==> src/design/assert_macros.svh <==
// shared assertion macros for the design folder
`ifndef ASSERT_MACROS_SVH
`define ASSERT_MACROS_SVH

// ante true at an edge implies cons at the same edge
`define AST_IMPLY(lbl, clk, rst, ante, cons, msg) \
   lbl: assert property (@(posedge clk) disable iff (rst) (ante) |-> (cons)) else $error(msg);

// ante true at an edge implies cons at the next edge
`define AST_NEXT(lbl, clk, rst, ante, cons, msg) \
   lbl: assert property (@(posedge clk) disable iff (rst) (ante) |=> (cons)) else $error(msg);

`endif

==> src/design/rtds_pkg.sv <==
package rtds_pkg;

   localparam int unsigned CsrIndexWidth = 2;
   localparam int unsigned LevelWidth    = 16;
   localparam int unsigned TimeWidth     = 32;

   // register indexes on the csr port
   localparam logic [CsrIndexWidth-1:0] CSR_BRAKE_THRESHOLD    = 2'd0;
   localparam logic [CsrIndexWidth-1:0] CSR_THROTTLE_THRESHOLD = 2'd1;
   localparam logic [CsrIndexWidth-1:0] CSR_HV_OVERRIDE_MS     = 2'd2;
   localparam logic [CsrIndexWidth-1:0] CSR_BUZZER_MS          = 2'd3;

   // register values after reset
   localparam logic [LevelWidth-1:0] BRAKE_THRESHOLD_RESET    = 16'd200;
   localparam logic [LevelWidth-1:0] THROTTLE_THRESHOLD_RESET = 16'd0;
   localparam logic [LevelWidth-1:0] HV_OVERRIDE_MS_RESET     = 16'd1000;
   localparam logic [LevelWidth-1:0] BUZZER_MS_RESET          = 16'd2000;

   typedef struct packed {
      logic [TimeWidth-1:0]  time_ms;
      logic                  drive_button;
      logic [LevelWidth-1:0] brake_level;
      logic [LevelWidth-1:0] throttle_level;
      logic                  hv_good;
      logic                  halt_request;
   } req_type;

   typedef struct packed {
      logic [1:0] car_state;
      logic       brake_lamp;
      logic       buzzer_on;
      logic       drive_enable;
      logic       bms_poll_active;
   } rsp_type;

endpackage

==> src/design/ready_to_drive_sequencer_core.sv <==
// Ready-to-drive start sequencer.
// req channel: one word per control tick (timestamp, drive button, brake and
//   throttle levels, hv ready, force stop), taken when req_valid is high and
//   req_stall is low.
// rsp channel: one word per tick with the state after the tick and the brake
//   light, buzzer, drive enable and bms polling outputs; taken when rsp_valid
//   is high and rsp_stall is low.
// csr channel: csr_index selects brake threshold, throttle threshold, hv
//   override time or buzzer time; csr_ready is always high. Write only while
//   no tick is in flight.
// An accepted tick's rsp word lands in the result or skid register. One tick
// can be taken every cycle while req_stall is low: the state update is a single
// compare-and-subtract pass on the input word into state and result registers.
// A two-deep output (result register plus skid register) absorbs a stall:
// req_stall rises only once both hold words, and nothing is lost.
// Synchronous reset puts the sequence in init with entry time zero, loads the
// default register values and empties the output.
`include "assert_macros.svh"

module ready_to_drive_sequencer_core (
   input  logic                                  clock,
   input  logic                                  reset,
   input  logic                                  req_valid,
   output logic                                  req_stall,
   input  rtds_pkg::req_type                     req_data,
   output logic                                  rsp_valid,
   input  logic                                  rsp_stall,
   output rtds_pkg::rsp_type                     rsp_data,
   input  logic                                  csr_valid,
   output logic                                  csr_ready,
   input  logic [rtds_pkg::CsrIndexWidth-1:0]    csr_index,
   input  logic [rtds_pkg::LevelWidth-1:0]       csr_data
);

   typedef enum logic [1:0] {
      ST_INIT,
      ST_STARTING,
      ST_BUZZING,
      ST_DRIVE
   } state_type;

   state_type                           seq_state_ff, seq_state_in;
   logic [rtds_pkg::TimeWidth-1:0]      entry_time_ff, entry_time_in;
   logic [rtds_pkg::LevelWidth-1:0]     brake_thr_ff, throttle_thr_ff;
   logic [rtds_pkg::LevelWidth-1:0]     hv_override_ff, buzzer_ms_ff;

   rtds_pkg::rsp_type                   rsp_ff, rsp_in;
   rtds_pkg::rsp_type                   skid_ff, skid_in;
   logic                                rsp_valid_ff, rsp_valid_in;
   logic                                skid_valid_ff, skid_valid_in;

   rtds_pkg::rsp_type                   result;
   logic                                req_accept;
   logic                                rsp_take;
   logic                                brake_down;
   logic                                check_throttle;
   logic [rtds_pkg::TimeWidth-1:0]      elapsed;
   logic                                csr_write;
   logic                                halt_take;
   logic                                drive_stay;
   logic                                rsp_flags_ok;

   assign req_accept = req_valid && !skid_valid_ff;
   assign rsp_take   = rsp_valid_ff && !rsp_stall;
   assign csr_write  = csr_valid && csr_ready;

   assign req_stall = skid_valid_ff;
   assign rsp_valid = rsp_valid_ff;
   assign rsp_data  = rsp_ff;
   assign csr_ready = 1'b1;

   assign brake_down = req_data.brake_level >= brake_thr_ff;
   // wrapping difference, so a timestamp rollover still measures correctly
   assign elapsed = req_data.time_ms - entry_time_ff;

   always_comb begin
      seq_state_in   = seq_state_ff;
      entry_time_in  = entry_time_ff;
      check_throttle = 1'b1;
      if (req_data.halt_request) begin
         seq_state_in   = ST_INIT;
         check_throttle = 1'b0;
      end else begin
         case (seq_state_ff)
            ST_DRIVE: begin
               check_throttle = 1'b0;
            end
            ST_INIT: begin
               if (req_data.drive_button && brake_down) begin
                  seq_state_in  = ST_STARTING;
                  entry_time_in = req_data.time_ms;
               end
            end
            ST_STARTING: begin
               if (!req_data.drive_button || !brake_down) begin
                  seq_state_in  = ST_INIT;
                  entry_time_in = req_data.time_ms;
               end else if (req_data.hv_good ||
                            elapsed >= {16'd0, hv_override_ff}) begin
                  seq_state_in  = ST_BUZZING;
                  entry_time_in = req_data.time_ms;
               end
            end
            ST_BUZZING: begin
               if (elapsed >= {16'd0, buzzer_ms_ff}) begin
                  seq_state_in = ST_DRIVE;
               end
            end
            default: begin
               seq_state_in = ST_INIT;
            end
         endcase
      end
      // throttle abort overrides any transition taken this tick, but is skipped on a halt request and in drive
      if (check_throttle && req_data.throttle_level > throttle_thr_ff) begin
         seq_state_in  = ST_INIT;
         entry_time_in = req_data.time_ms;
      end
   end

   always_comb begin
      result.car_state       = seq_state_in;
      result.brake_lamp      = brake_down;
      result.buzzer_on       = seq_state_in == ST_BUZZING;
      result.drive_enable    = seq_state_in == ST_DRIVE;
      result.bms_poll_active = seq_state_in == ST_STARTING;
   end

   // result register plus skid register
   always_comb begin
      rsp_in        = rsp_ff;
      skid_in       = skid_ff;
      rsp_valid_in  = rsp_valid_ff;
      skid_valid_in = skid_valid_ff;
      if (rsp_take || !rsp_valid_ff) begin
         if (skid_valid_ff) begin
            rsp_in        = skid_ff;
            rsp_valid_in  = 1'b1;
            skid_valid_in = 1'b0;
         end else if (req_accept) begin
            rsp_in       = result;
            rsp_valid_in = 1'b1;
         end else begin
            rsp_valid_in = 1'b0;
         end
      end else if (req_accept) begin
         skid_in       = result;
         skid_valid_in = 1'b1;
      end
   end

   always_ff @(posedge clock) begin
      if (reset) begin
         seq_state_ff    <= ST_INIT;
         entry_time_ff   <= '0;
         brake_thr_ff    <= rtds_pkg::BRAKE_THRESHOLD_RESET;
         throttle_thr_ff <= rtds_pkg::THROTTLE_THRESHOLD_RESET;
         hv_override_ff  <= rtds_pkg::HV_OVERRIDE_MS_RESET;
         buzzer_ms_ff    <= rtds_pkg::BUZZER_MS_RESET;
         rsp_valid_ff    <= 1'b0;
         skid_valid_ff   <= 1'b0;
      end else begin
         if (req_accept) begin
            seq_state_ff  <= seq_state_in;
            entry_time_ff <= entry_time_in;
         end
         if (csr_write) begin
            case (csr_index)
               rtds_pkg::CSR_BRAKE_THRESHOLD:    brake_thr_ff    <= csr_data;
               rtds_pkg::CSR_THROTTLE_THRESHOLD: throttle_thr_ff <= csr_data;
               rtds_pkg::CSR_HV_OVERRIDE_MS:     hv_override_ff  <= csr_data;
               rtds_pkg::CSR_BUZZER_MS:          buzzer_ms_ff    <= csr_data;
               default: begin
               end
            endcase
         end
         rsp_valid_ff  <= rsp_valid_in;
         skid_valid_ff <= skid_valid_in;
      end
      rsp_ff  <= rsp_in;
      skid_ff <= skid_in;
   end

   assign halt_take    = req_accept && req_data.halt_request;
   assign drive_stay   = seq_state_ff == ST_DRIVE && !halt_take;
   assign rsp_flags_ok = rsp_ff.drive_enable == (rsp_ff.car_state == ST_DRIVE) &&
                         rsp_ff.buzzer_on == (rsp_ff.car_state == ST_BUZZING);

   `AST_IMPLY(a_skid_behind_rsp, clock, reset, skid_valid_ff, rsp_valid_ff, "orphan skid word")
   `AST_NEXT(a_halt_init, clock, reset, halt_take, seq_state_ff == ST_INIT, "halt missed init")
   `AST_NEXT(a_drive_holds, clock, reset, drive_stay, seq_state_ff == ST_DRIVE, "drive left")
   `AST_IMPLY(a_rsp_flags, clock, reset, rsp_valid_ff, rsp_flags_ok, "bad output flags")

endmodule

==> config.mk <==
export PLATFORM = sky130hd
export DESIGN_NAME = ready_to_drive_sequencer_core
export DESIGN_NICKNAME = d
export VERILOG_FILES = /design/src/design/rtds_pkg.sv /design/src/design/ready_to_drive_sequencer_core.sv
export VERILOG_INCLUDE_DIRS = /design/src /design/src/design
export SDC_FILE = /design/constraint.sdc
export NUM_CORES = 1
export LEC_CHECK = 0
export ABC_CLOCK_PERIOD_IN_PS = 4400
export CORE_AREA = 2 2 115 117
export CTS_BUF_LIST = sky130_fd_sc_hd__clkbuf_8
export DETAILED_ROUTE_END_ITERATION = 8
export DIE_AREA = 0 0 117 119
export DONT_BUFFER_PORTS = 1
export PLACE_DENSITY = 0.9
export SYNTH_ARGS = -nofsm -noshare
export SYNTH_HDL_FRONTEND = slang
export SYNTH_SLANG_ARGS = --single-unit
==> constraint.sdc <==
create_clock -name clock -period 4.4 [get_ports clock]
set_input_delay 0.44 -clock clock [delete_from_list [all_inputs] [get_ports clock]]
set_output_delay 0.44 -clock clock [all_outputs]
set_load 0.005 [all_outputs]
# After elaboration in Yosys (flattened, before gate mapping)
# Cells that the tools add are included.
# totals
reg_bits	112
word_cells	79
out_inout_bits	9
# classes
n_addsub	1
magnitude_cmp	4
mux	19
eq_ne	12
bitwise_logic	1
n_reduce_logical	24
# ops
cell	count
two-way mux 32 bit	5
>= comparator 32 x 16 -> 1 bit	2
one-hot mux 32 bit (2 select lines)	1
subtractor 32 bit	1
>= comparator 16 bit	1
greater-than comparator 16 bit	1
== test 2 bit, second input constant	6
two-way mux 2 bit	6
two-way mux 6 bit	2
AND reduction 2 bit	6
== test 2 x 1 -> 1 bit, second input constant	3
one-hot mux 2 bit (3 select lines)	1
logical NOT 1 bit	5
AND reduction 5 bit	1
logical AND 1 bit	4
logical NOT 2 bit	2
two-way mux 1 bit	4
inequality test 4 bit, second input constant	1
logical OR 1 bit	3
inequality test 3 bit, second input constant	1
nonzero test 3 bit	1
inequality test 2 x 1 -> 1 bit, second input constant	1
nonzero test 2 bit	1
OR reduction 2 bit	1
inverter 1 bit	1

# Depth between registers and ports, before layout
# Gate-level depths: netlist (run 1).
# logic_depth
word_depth	11
mapped_depth	19

# Worst setup path after synthesis (run 1)
# No wires, ideal clock.
# synth_timing
kind	in2reg
start	input port req_data[38] in the netlist's numbering
end	register entry_time_ff[0] in the netlist's numbering
n_path_buf	1
arrival_time_ps	3678
t_required_ps	4280
setup_slack_ps	602
cell_stages	18
cell_sequence	ha_1 a21o_1 a21oi_2 nand2_1 a31oi_1 o21ai_0 xor2_1 ha_1 a21oi_1 nor2b_1 o21ai_0 nand2b_1 a221oi_1 o21ai_0 nor3b_1 a21oi_4 buf_6 mux2i_1
# synth_via
elab_chain_len	5
# synth_rtl
element	line_no	rtl
start: declaration	ready_to_drive_sequencer_core.sv:25	input rtds_pkg::req_type req_data,
subtractor 32 bit	ready_to_drive_sequencer_core.sv:74	assign elapsed = req_data.time_ms - entry_time_ff;
>= comparator 32 x 16 -> 1 bit	ready_to_drive_sequencer_core.sv:99	elapsed >= {16'd0, hv_override_ff}) begin
logical OR 1 bit	ready_to_drive_sequencer_core.sv:98	end else if (req_data.hv_good ||
inequality test 4 bit (no source line)	n/a	
AND reduction 5 bit (no source line)	n/a	
end signal: assignment	ready_to_drive_sequencer_core.sv:165	entry_time_ff <= entry_time_in;
end: declaration	ready_to_drive_sequencer_core.sv:43	logic [rtds_pkg::TimeWidth-1:0] entry_time_ff, entry_time_in;
# Every way passes these cells.
# A chain may end at the register's enable or synchronous reset.

# Final worst setup path (run 1)
# layout_timing
start	register entry_time_ff[3] in the netlist's numbering
end	register rsp_ff (netlist bit rsp_data[1]) (data pin)
# layout_via
elab_chain_len	11
word_cells_on_any_way	13
# layout_rtl
element	line_no	rtl
subtractor 32 bit *	ready_to_drive_sequencer_core.sv:74	
>= comparator 32 x 16 -> 1 bit	ready_to_drive_sequencer_core.sv:99	
logical OR 1 bit	ready_to_drive_sequencer_core.sv:98	
two-way mux 2 bit	ready_to_drive_sequencer_core.sv:98	
two-way mux 2 bit	ready_to_drive_sequencer_core.sv:95	if (!req_data.drive_button || !brake_down) begin
one-hot mux 2 bit (3 select lines) *	ready_to_drive_sequencer_core.sv:84	case (seq_state_ff)
two-way mux 2 bit *	ready_to_drive_sequencer_core.sv:80	if (req_data.halt_request) begin
two-way mux 2 bit *	ready_to_drive_sequencer_core.sv:115	if (check_throttle && req_data.throttle_level > throttle_thr_ff) begin
== test 2 bit *	ready_to_drive_sequencer_core.sv:125	result.drive_enable = seq_state_in == ST_DRIVE;
two-way mux 6 bit *	ready_to_drive_sequencer_core.sv:140	end else if (req_accept) begin
two-way mux 6 bit *	ready_to_drive_sequencer_core.sv:136	if (skid_valid_ff) begin
end signal: assignment	ready_to_drive_sequencer_core.sv:180	rsp_ff <= rsp_in;
end: declaration	ready_to_drive_sequencer_core.sv:47	rtds_pkg::rsp_type rsp_ff, rsp_in;
# Mark *: on every way between the ends. The rest lies on a longest branch, timed or not. The select of a mux whose other input is x is not followed.

==> results of run 1 <==
[flip-flops by register name, summed over array words and instances (netlist names)]
register	cells
entry_time_ff	32
brake_thr_ff	16
buzzer_ms_ff	16
hv_override_ff	16
throttle_thr_ff	16
rsp_data	6
skid_ff	6
seq_state_ff	2
req_stall	1
rsp_valid	1
[Yosys cell counts, drive strengths merged, types with 3 or more instances]
cell type / n
nand3: 12
xnor2: 8
dfxtp: 100
o21ai: 37
nor4: 6
o211ai: 7
nand2b: 72
buf: 11
o21a: 11
nand3b: 10
nor3: 14
a2111oi: 3
a31oi: 5
or3: 7
clkbuf: 30
nand2: 168
ha: 95
a211oi: 9
nor2: 45
o21bai: 7
nand4: 17
a311oi: 3
a31o: 3
xor2: 10
nor2b: 6
a21oi: 101
edfxtp: 12
a221oi: 3
o31a: 3
a211o: 13
a21o: 27
o2111ai: 4
mux2i: 35
o31ai: 10
and3: 3
inv: 113
[report_power, final]
part	internal [uW]	total (uW)	switching (uW)
clock network	231	650	418
logic	282	678	397
registers	1070	1100	21.8
total	1590	2420	837
[what timing repair did]
| item | 4_1_cts | 5_1_grt |
|---|---|---|
| resized for setup | 0 | 4 |
| setup endpoints to repair | 0 | 35 |
| setup buffers | 0 | 0 |
[layer usage]
layer  vias up  global-route usage (%)  wire, um  part of all wire [%]
met5         -                       0         0                     0
met4         0                   9.191       511                   2.6
met3        55                   7.786      1600                   8.2
met2       280                   46.82      9148                    47
met1      3345                   36.87      8142                    42
li1       3570                       -         -                     -
[worst min-delay path by stage]
stage / startpoint / endpoint / slack (ns) / depth (start not counted)
floorplan: brake_thr_ff[10] / brake_thr_ff[10] / 0.44 / 2
global route: csr_data[6] / brake_thr_ff[6] / 0.13 / 1
finish: reset / hv_override_ff[2] / 0.12 / 1
global placement: throttle_thr_ff[8] / throttle_thr_ff[8] / 0.44 / 2
CTS: reset / rsp_valid / 0.09 / 1
detailed placement: hv_override_ff[2] / hv_override_ff[2] / 0.44 / 2
[cell families after synthesis]
family	count (synthesis)	synth area share, %
AOI/OAI and AO/OA	257	21.10
xor gates and xnor gates	18	1.892
adders and majority gates	96	14.50
buffers and inverters	154	7.477
DFF	112	28.35
muxes	37	4.475
other	1	0.04500
and+or+nand+nor	373	22.16
[per-stage QoR]
stage | util [%] | cell area (um^2) | TNS [ns] | total power [uW]
finish | 66.87 | 8610 | 0 | 2423
global route | 66.87 | 8610 | -0.09330 | 2557
CTS | 66.74 | 8593 | 0 | 2413
detailed placement | 65.20 | 8394 | 0 | 1773
global placement | 65.20 | 8394 | 0 | 1744
floorplan | - | 8333 | 0 | 1652
[layout make-up]
type	instances	area share, %
Clock buffer	9	1.439
Sequential cell	112	27.44
Clock inverter	7	0.8720
Inverter	113	4.927
Tap cell	176	2.558
Multi-Input combinational cell	782	62.36
Timing Repair Buffer	3	0.4069
==> results.sh, run 1 <==
export IMPL_drive_above_1_share_pct=5.458
export IMPL_endpoint_kind="flip-flop"
export IMPL_viasPerCell=6.032
export IMPL_yosysSeqAreaShare_pct=28.35
export IMPL_ir_worst_vdd_mv=0.1694
export IMPL_synthFlopType="dfxtp_1"
export IMPL_dp_cells=1186
export IMPL_dp_hpwl_um=14750
export IMPL_ff_latch_area_mm2=0.002362
export IMPL_tightest_slew_ns=1.072
export IMPL_synth_edff_count=12
export IMPL_clock_sinks=112
export IMPL_grt_usage_pct=28.77
export IMPL_worstRegToRegCells=17
export IMPL_p_per_area_mw_per_mm2=281.5
export IMPL_dp_slack_ns=0.1957
export IMPL_drc=0
export IMPL_grt_first_pass_wirelength_um=32380
export IMPL_reg2reg_slack_ns=0.22
export IMPL_syn2layout_area_growth_pct=3.318
export IMPL_grt_antenna_before_repair=0
export IMPL_dieArea_mm2=0.01392
export IMPL_clock_fmax_ghz=0.2390
export IMPL_cts_htree_levels=3
export IMPL_timing_rr_end="rsp_data[1]"
export IMPL_die_h_um=119
export IMPL_post_synth_top_area_cell="dfxtp_1"
export IMPL_clk_pin_slew_worst_paths_ns=0.12
export IMPL_cts_path_max_buffers=2
export IMPL_async_reset_ff_share_pct=0
export IMPL_status="finished clean"
export IMPL_slew_headroom_pct=28.24
export IMPL_finalNonFillerCells=1202
export IMPL_multi_input_area_mm2=0.005369
export IMPL_layout_commonest_cell="nand2_1"
export IMPL_slowest_stage="or3_1"
export IMPL_antenna_cells_inserted=0
export IMPL_mostFrequentLayoutCells="168 x nand2_1, 113 x inv_1, 100 x dfxtp_1"
export IMPL_synth_cell_types=78
export IMPL_grt_max_degree=134
export IMPL_vias=7250
export IMPL_reg2reg_from="entry_time_ff[3]"
export IMPL_hold_buffers=0
export IMPL_ant_nets=0
export IMPL_synthTopCellsByArea="dfxtp_1 24%, ha_1 14%, nand2_1 7.6%"
export IMPL_nFillCells=1050
export IMPL_fin_crit_ns=4.184
export IMPL_numCtsBuffers=9
export IMPL_die_x_um=117
export IMPL_hold_viol=0
export IMPL_cp_start_kind="flip-flop"
export IMPL_numPortBuffers=0
export IMPL_crit_end="rsp_data[1]"
export IMPL_postLayoutSetupSlackWorst_ns=0.2156
export IMPL_drtIter0Drc=622
export IMPL_crit_arrival_ns=4.32
export IMPL_start_util_pct=64.72
export IMPL_fp_coreArea_mm2=0.01287
export IMPL_clk_latency_ns=0.41
export IMPL_path_delay_family="compound AO/OA/AOI/OAI gates"
export IMPL_cp_cell_sequence="inv_1, ha_1, a21o_1, a21oi_2, nand2_1, a31oi_1, o21ai_0, xor2_1, ha_1, a21o_1, a21oi_1, o221ai_1, a211oi_2, o31ai_1, or3_1, nand2_1, o31ai_1"
export IMPL_hp_class="in -> reg"
export IMPL_worst_path_stages=17
export IMPL_whs_ns=0.1221
export IMPL_grt_overflow_total=0
export IMPL_ys_seq_elements=112
export IMPL_finalSetupViolCount=0
export IMPL_wire_per_inst_um=16.14
export IMPL_critPathBufInv=1
export IMPL_maxCapViolCount=0
export IMPL_fin_crit_sh_pct=95.10
export IMPL_critPathKind="reg -> reg"
export IMPL_synthesis_nets=1234
export IMPL_drt_total_wl_um=19400
export IMPL_io_pins=99
export IMPL_cts_tree="built"
export IMPL_synthCells=1048
export IMPL_netlist_area_mm2=0.008333
export IMPL_crit_path_max_incr_delay_ns=0.37
export IMPL_gp_congestion=0.9688
export IMPL_grt_pass1_vias=6987
export IMPL_row_count=42
export IMPL_synth_warnings=0
export IMPL_num_nets_final=1207
export IMPL_leakage_uw=0.003384
export IMPL_crit_start="entry_time_ff[3]"
export IMPL_cp_required_ns=4.54
export IMPL_worstPathMaxFanout=5
export IMPL_yosysTopAreaCellShare_pct=24.02
export IMPL_firstDrtPassIters=6
export IMPL_drv_slew=0
export IMPL_clock_skew_ns=0.01773
export IMPL_syn_avg_cell_area_um2=7.951
export IMPL_root_buffer="clkbuf_8"
Note: power is estimated with default switching activity, not from simulation.
==> inputs of run 2 (changes only) <==
--- a/config.mk
+++ b/config.mk
@@ -6,13 +6,13 @@
 export SDC_FILE = /design/constraint.sdc
 export NUM_CORES = 1
 export LEC_CHECK = 0
-export ABC_CLOCK_PERIOD_IN_PS = 4400
-export CORE_AREA = 2 2 115 117
+export ABC_CLOCK_PERIOD_IN_PS = 5050
+export CORE_AREA = 2 2 111 113
 export CTS_BUF_LIST = sky130_fd_sc_hd__clkbuf_8
 export DETAILED_ROUTE_END_ITERATION = 8
-export DIE_AREA = 0 0 117 119
+export DIE_AREA = 0 0 113 115
 export DONT_BUFFER_PORTS = 1
-export PLACE_DENSITY = 0.9
+export PLACE_DENSITY = 0.95
 export SYNTH_ARGS = -nofsm -noshare
 export SYNTH_HDL_FRONTEND = slang
 export SYNTH_SLANG_ARGS = --single-unit
==> constraint.sdc (replaced) <==
create_clock -name clock -period 5.05 [get_ports clock]
set_input_delay 0.505 -clock clock [delete_from_list [all_inputs] [get_ports clock]]
set_output_delay 0.505 -clock clock [all_outputs]
set_load 0.005 [all_outputs]
==> results.sh, run 2 (synthesis results as in run 1) <==
export IMPL_status="finished with violations"
export IMPL_violations="design-rule violations"
export IMPL_pwr_share_seq_pct=45.9
export IMPL_p_per_area_mw_per_mm2=243.8
export IMPL_grt_first_pass_wirelength_um=31910
export IMPL_numPortBuffers=0
export IMPL_cts_path_max_buffers=2
export IMPL_row_count=40
export IMPL_switchingPower_uw=708.2
export IMPL_worst_path_stages=19
export IMPL_fin_area_mm2=0.008526
export IMPL_critPathBufInv=2
export IMPL_fin_crit_sh_pct=87.67
export IMPL_cp_cell_sequence="inv_1, ha_1, nor2b_1, o2111ai_1, nand2_1, a31oi_1, o21ai_0, xor2_1, ha_1, a21oi_1, nor2b_1, o21ai_0, nand2b_1, a221oi_1, o21ai_0, nor3b_1, a21oi_4, buf_4, mux2i_1"
export IMPL_drt_total_wl_um=18940
export IMPL_numCtsBuffers=9
export IMPL_critPathKind="reg -> reg"
export IMPL_crit_path_max_incr_delay_ns=0.41
export IMPL_switching_share_pct=34.08
export IMPL_hp_class="in -> reg"
export IMPL_critPathMostFrequentCell="o21ai_0"
export IMPL_fp_coreArea_mm2=0.01181
export IMPL_whs_path_depth=1
export IMPL_slowest_stage="nor3b_1"
export IMPL_cts_setup_buffers=0
export IMPL_largest_reg_flops=32
export IMPL_multi_input_area_mm2=0.005353
export IMPL_die_h_um=115
export IMPL_worstRegToRegCells=19
export IMPL_cts_htree_levels=3
export IMPL_cts_resized=0
export IMPL_total_power_uw=2078
export IMPL_p_int_uw=1370
export IMPL_leakage_uw=0.003368
export IMPL_die_x_um=113
export IMPL_crit_arrival_ns=4.71
export IMPL_cp_required_ns=5.33
export IMPL_num_nets_final=1205
export IMPL_drtIter0Drc=592
export IMPL_grt_antenna_before_repair=0
export IMPL_drive_above_1_share_pct=4.883
export IMPL_drv_slew=0
export IMPL_antenna_cells_inserted=0
export IMPL_grt_overflow_total=0
export IMPL_gp_congestion=0.9380
export IMPL_post_dp_cell_area_mm2=0.008330
export IMPL_maxCapViolCount=0
export IMPL_p_clk_share_pct=26.3
export IMPL_clk_latency_ns=0.42
export IMPL_cp_start_kind="flip-flop"
export IMPL_wire_per_inst_um=16.17
export IMPL_dp_hpwl_um=14650
export IMPL_worstPathMaxFanout=32
export IMPL_slew_headroom_pct=22.39
export IMPL_root_buffer="clkbuf_8"
export IMPL_tightest_slew_ns=1.159
export IMPL_viasPerCell=6.097
export IMPL_layout_commonest_cell="nand2_1"
export IMPL_ir_worst_vdd_mv=0.2540
export IMPL_vias=7140
export IMPL_syn2layout_area_growth_pct=2.312
export IMPL_final_core_util_pct=72.18
export IMPL_start_util_pct=70.55
export IMPL_io_pins=99
export IMPL_nFillCells=919
export IMPL_grt_pass1_vias=6956
export IMPL_finalSetupViolCount=0
export IMPL_hold_viol=0
export IMPL_rsz0062_at_grt="false"
export IMPL_top_register="entry_time_ff"
export IMPL_dieArea_mm2=0.01300
export IMPL_drc=3
export IMPL_clock_fmax_ghz=0.2259
export IMPL_ant_nets=0
export IMPL_grt_usage_pct=29.98
export IMPL_hold_buffers=0
export IMPL_endpoint_kind="flip-flop"
export IMPL_fin_crit_ns=4.427
export IMPL_clk_pin_slew_worst_paths_ns=0.12
export IMPL_mostFrequentLayoutCells="168 x nand2_1, 114 x inv_1, 100 x dfxtp_1"
export IMPL_pwr_share_comb_pct=27.8
export IMPL_setup_tns_final_ns=0
export IMPL_firstDrtPassIters=9
export IMPL_path_delay_family="compound AO/OA/AOI/OAI gates"
export IMPL_ff_latch_area_mm2=0.002362
export IMPL_cts_tree="built"
export IMPL_grt_max_degree=134
export IMPL_clock_sinks=112
export IMPL_clock_skew_ns=0.01556
## run 2: power by group through the flow
stage	registers [uW]	clock network, uW	logic (uW)
floorplan	969	0	470
global placement	973	0	545
detailed placement	974	0	564
CTS	954	552	571
global route	959	588	651
finish	955	546	577
## run 2: per-layer routing
layer / global-route usage [%] / vias up / wire length (um)
li1: - / 3561 / -
met1: 37.32 / 3330 / 8153
met2: 50.62 / 213 / 9039
met3: 8.329 / 36 / 1310
met4: 9.837 / 0 / 432
met5: 0 / - / 0
## run 2: cell type report
type | instances | area share [%]
Clock inverter | 7 | 0.8365
Multi-Input combinational cell | 782 | 62.78
Timing Repair Buffer | 1 | 0.08805
Sequential cell | 112 | 27.71
Clock buffer | 9 | 1.453
Tap cell | 147 | 2.157
Inverter | 113 | 4.975
## run 2: final timing paths
check / from / to / slack (ns)
max: entry_time_ff[1] / entry_time_ff[7] / 0.62
min: csr_data[6] / brake_thr_ff[6] / 0.20
max reg2reg: entry_time_ff[1] / entry_time_ff[7] / 0.62
min reg2reg: buzzer_ms_ff[3] / buzzer_ms_ff[3] / 0.46
## run 2: worst reg2reg max path, delay by kind of cell, from the launching register on
| kind | cells | cell delay (ns) |
|---|---|---|
| buf+inv | 2 | 0.35 |
| simple gates | 5 | 0.82 |
| fa+ha+maj | 2 | 0.53 |
| mux | 1 | 0.22 |
| flops | 1 | 0.40 |
| xor+xnor | 1 | 0.21 |
| compound gates | 8 | 1.74 |
## run 2: metrics by stage
stage | setup slack [ns] | instances | hold slack [ns]
4_1_cts | 0.6278 | 1171 | 0.1536
3_3_place_gp | 0.6776 | 1155 | 0.4361
3_5_place_dp | 0.5467 | 1155 | 0.4419
6_report | 0.6227 | 1171 | 0.1965
5_1_grt | 0.1449 | 1171 | 0.1642
2_1_floorplan | 1.187 | 1048 | 0.4363
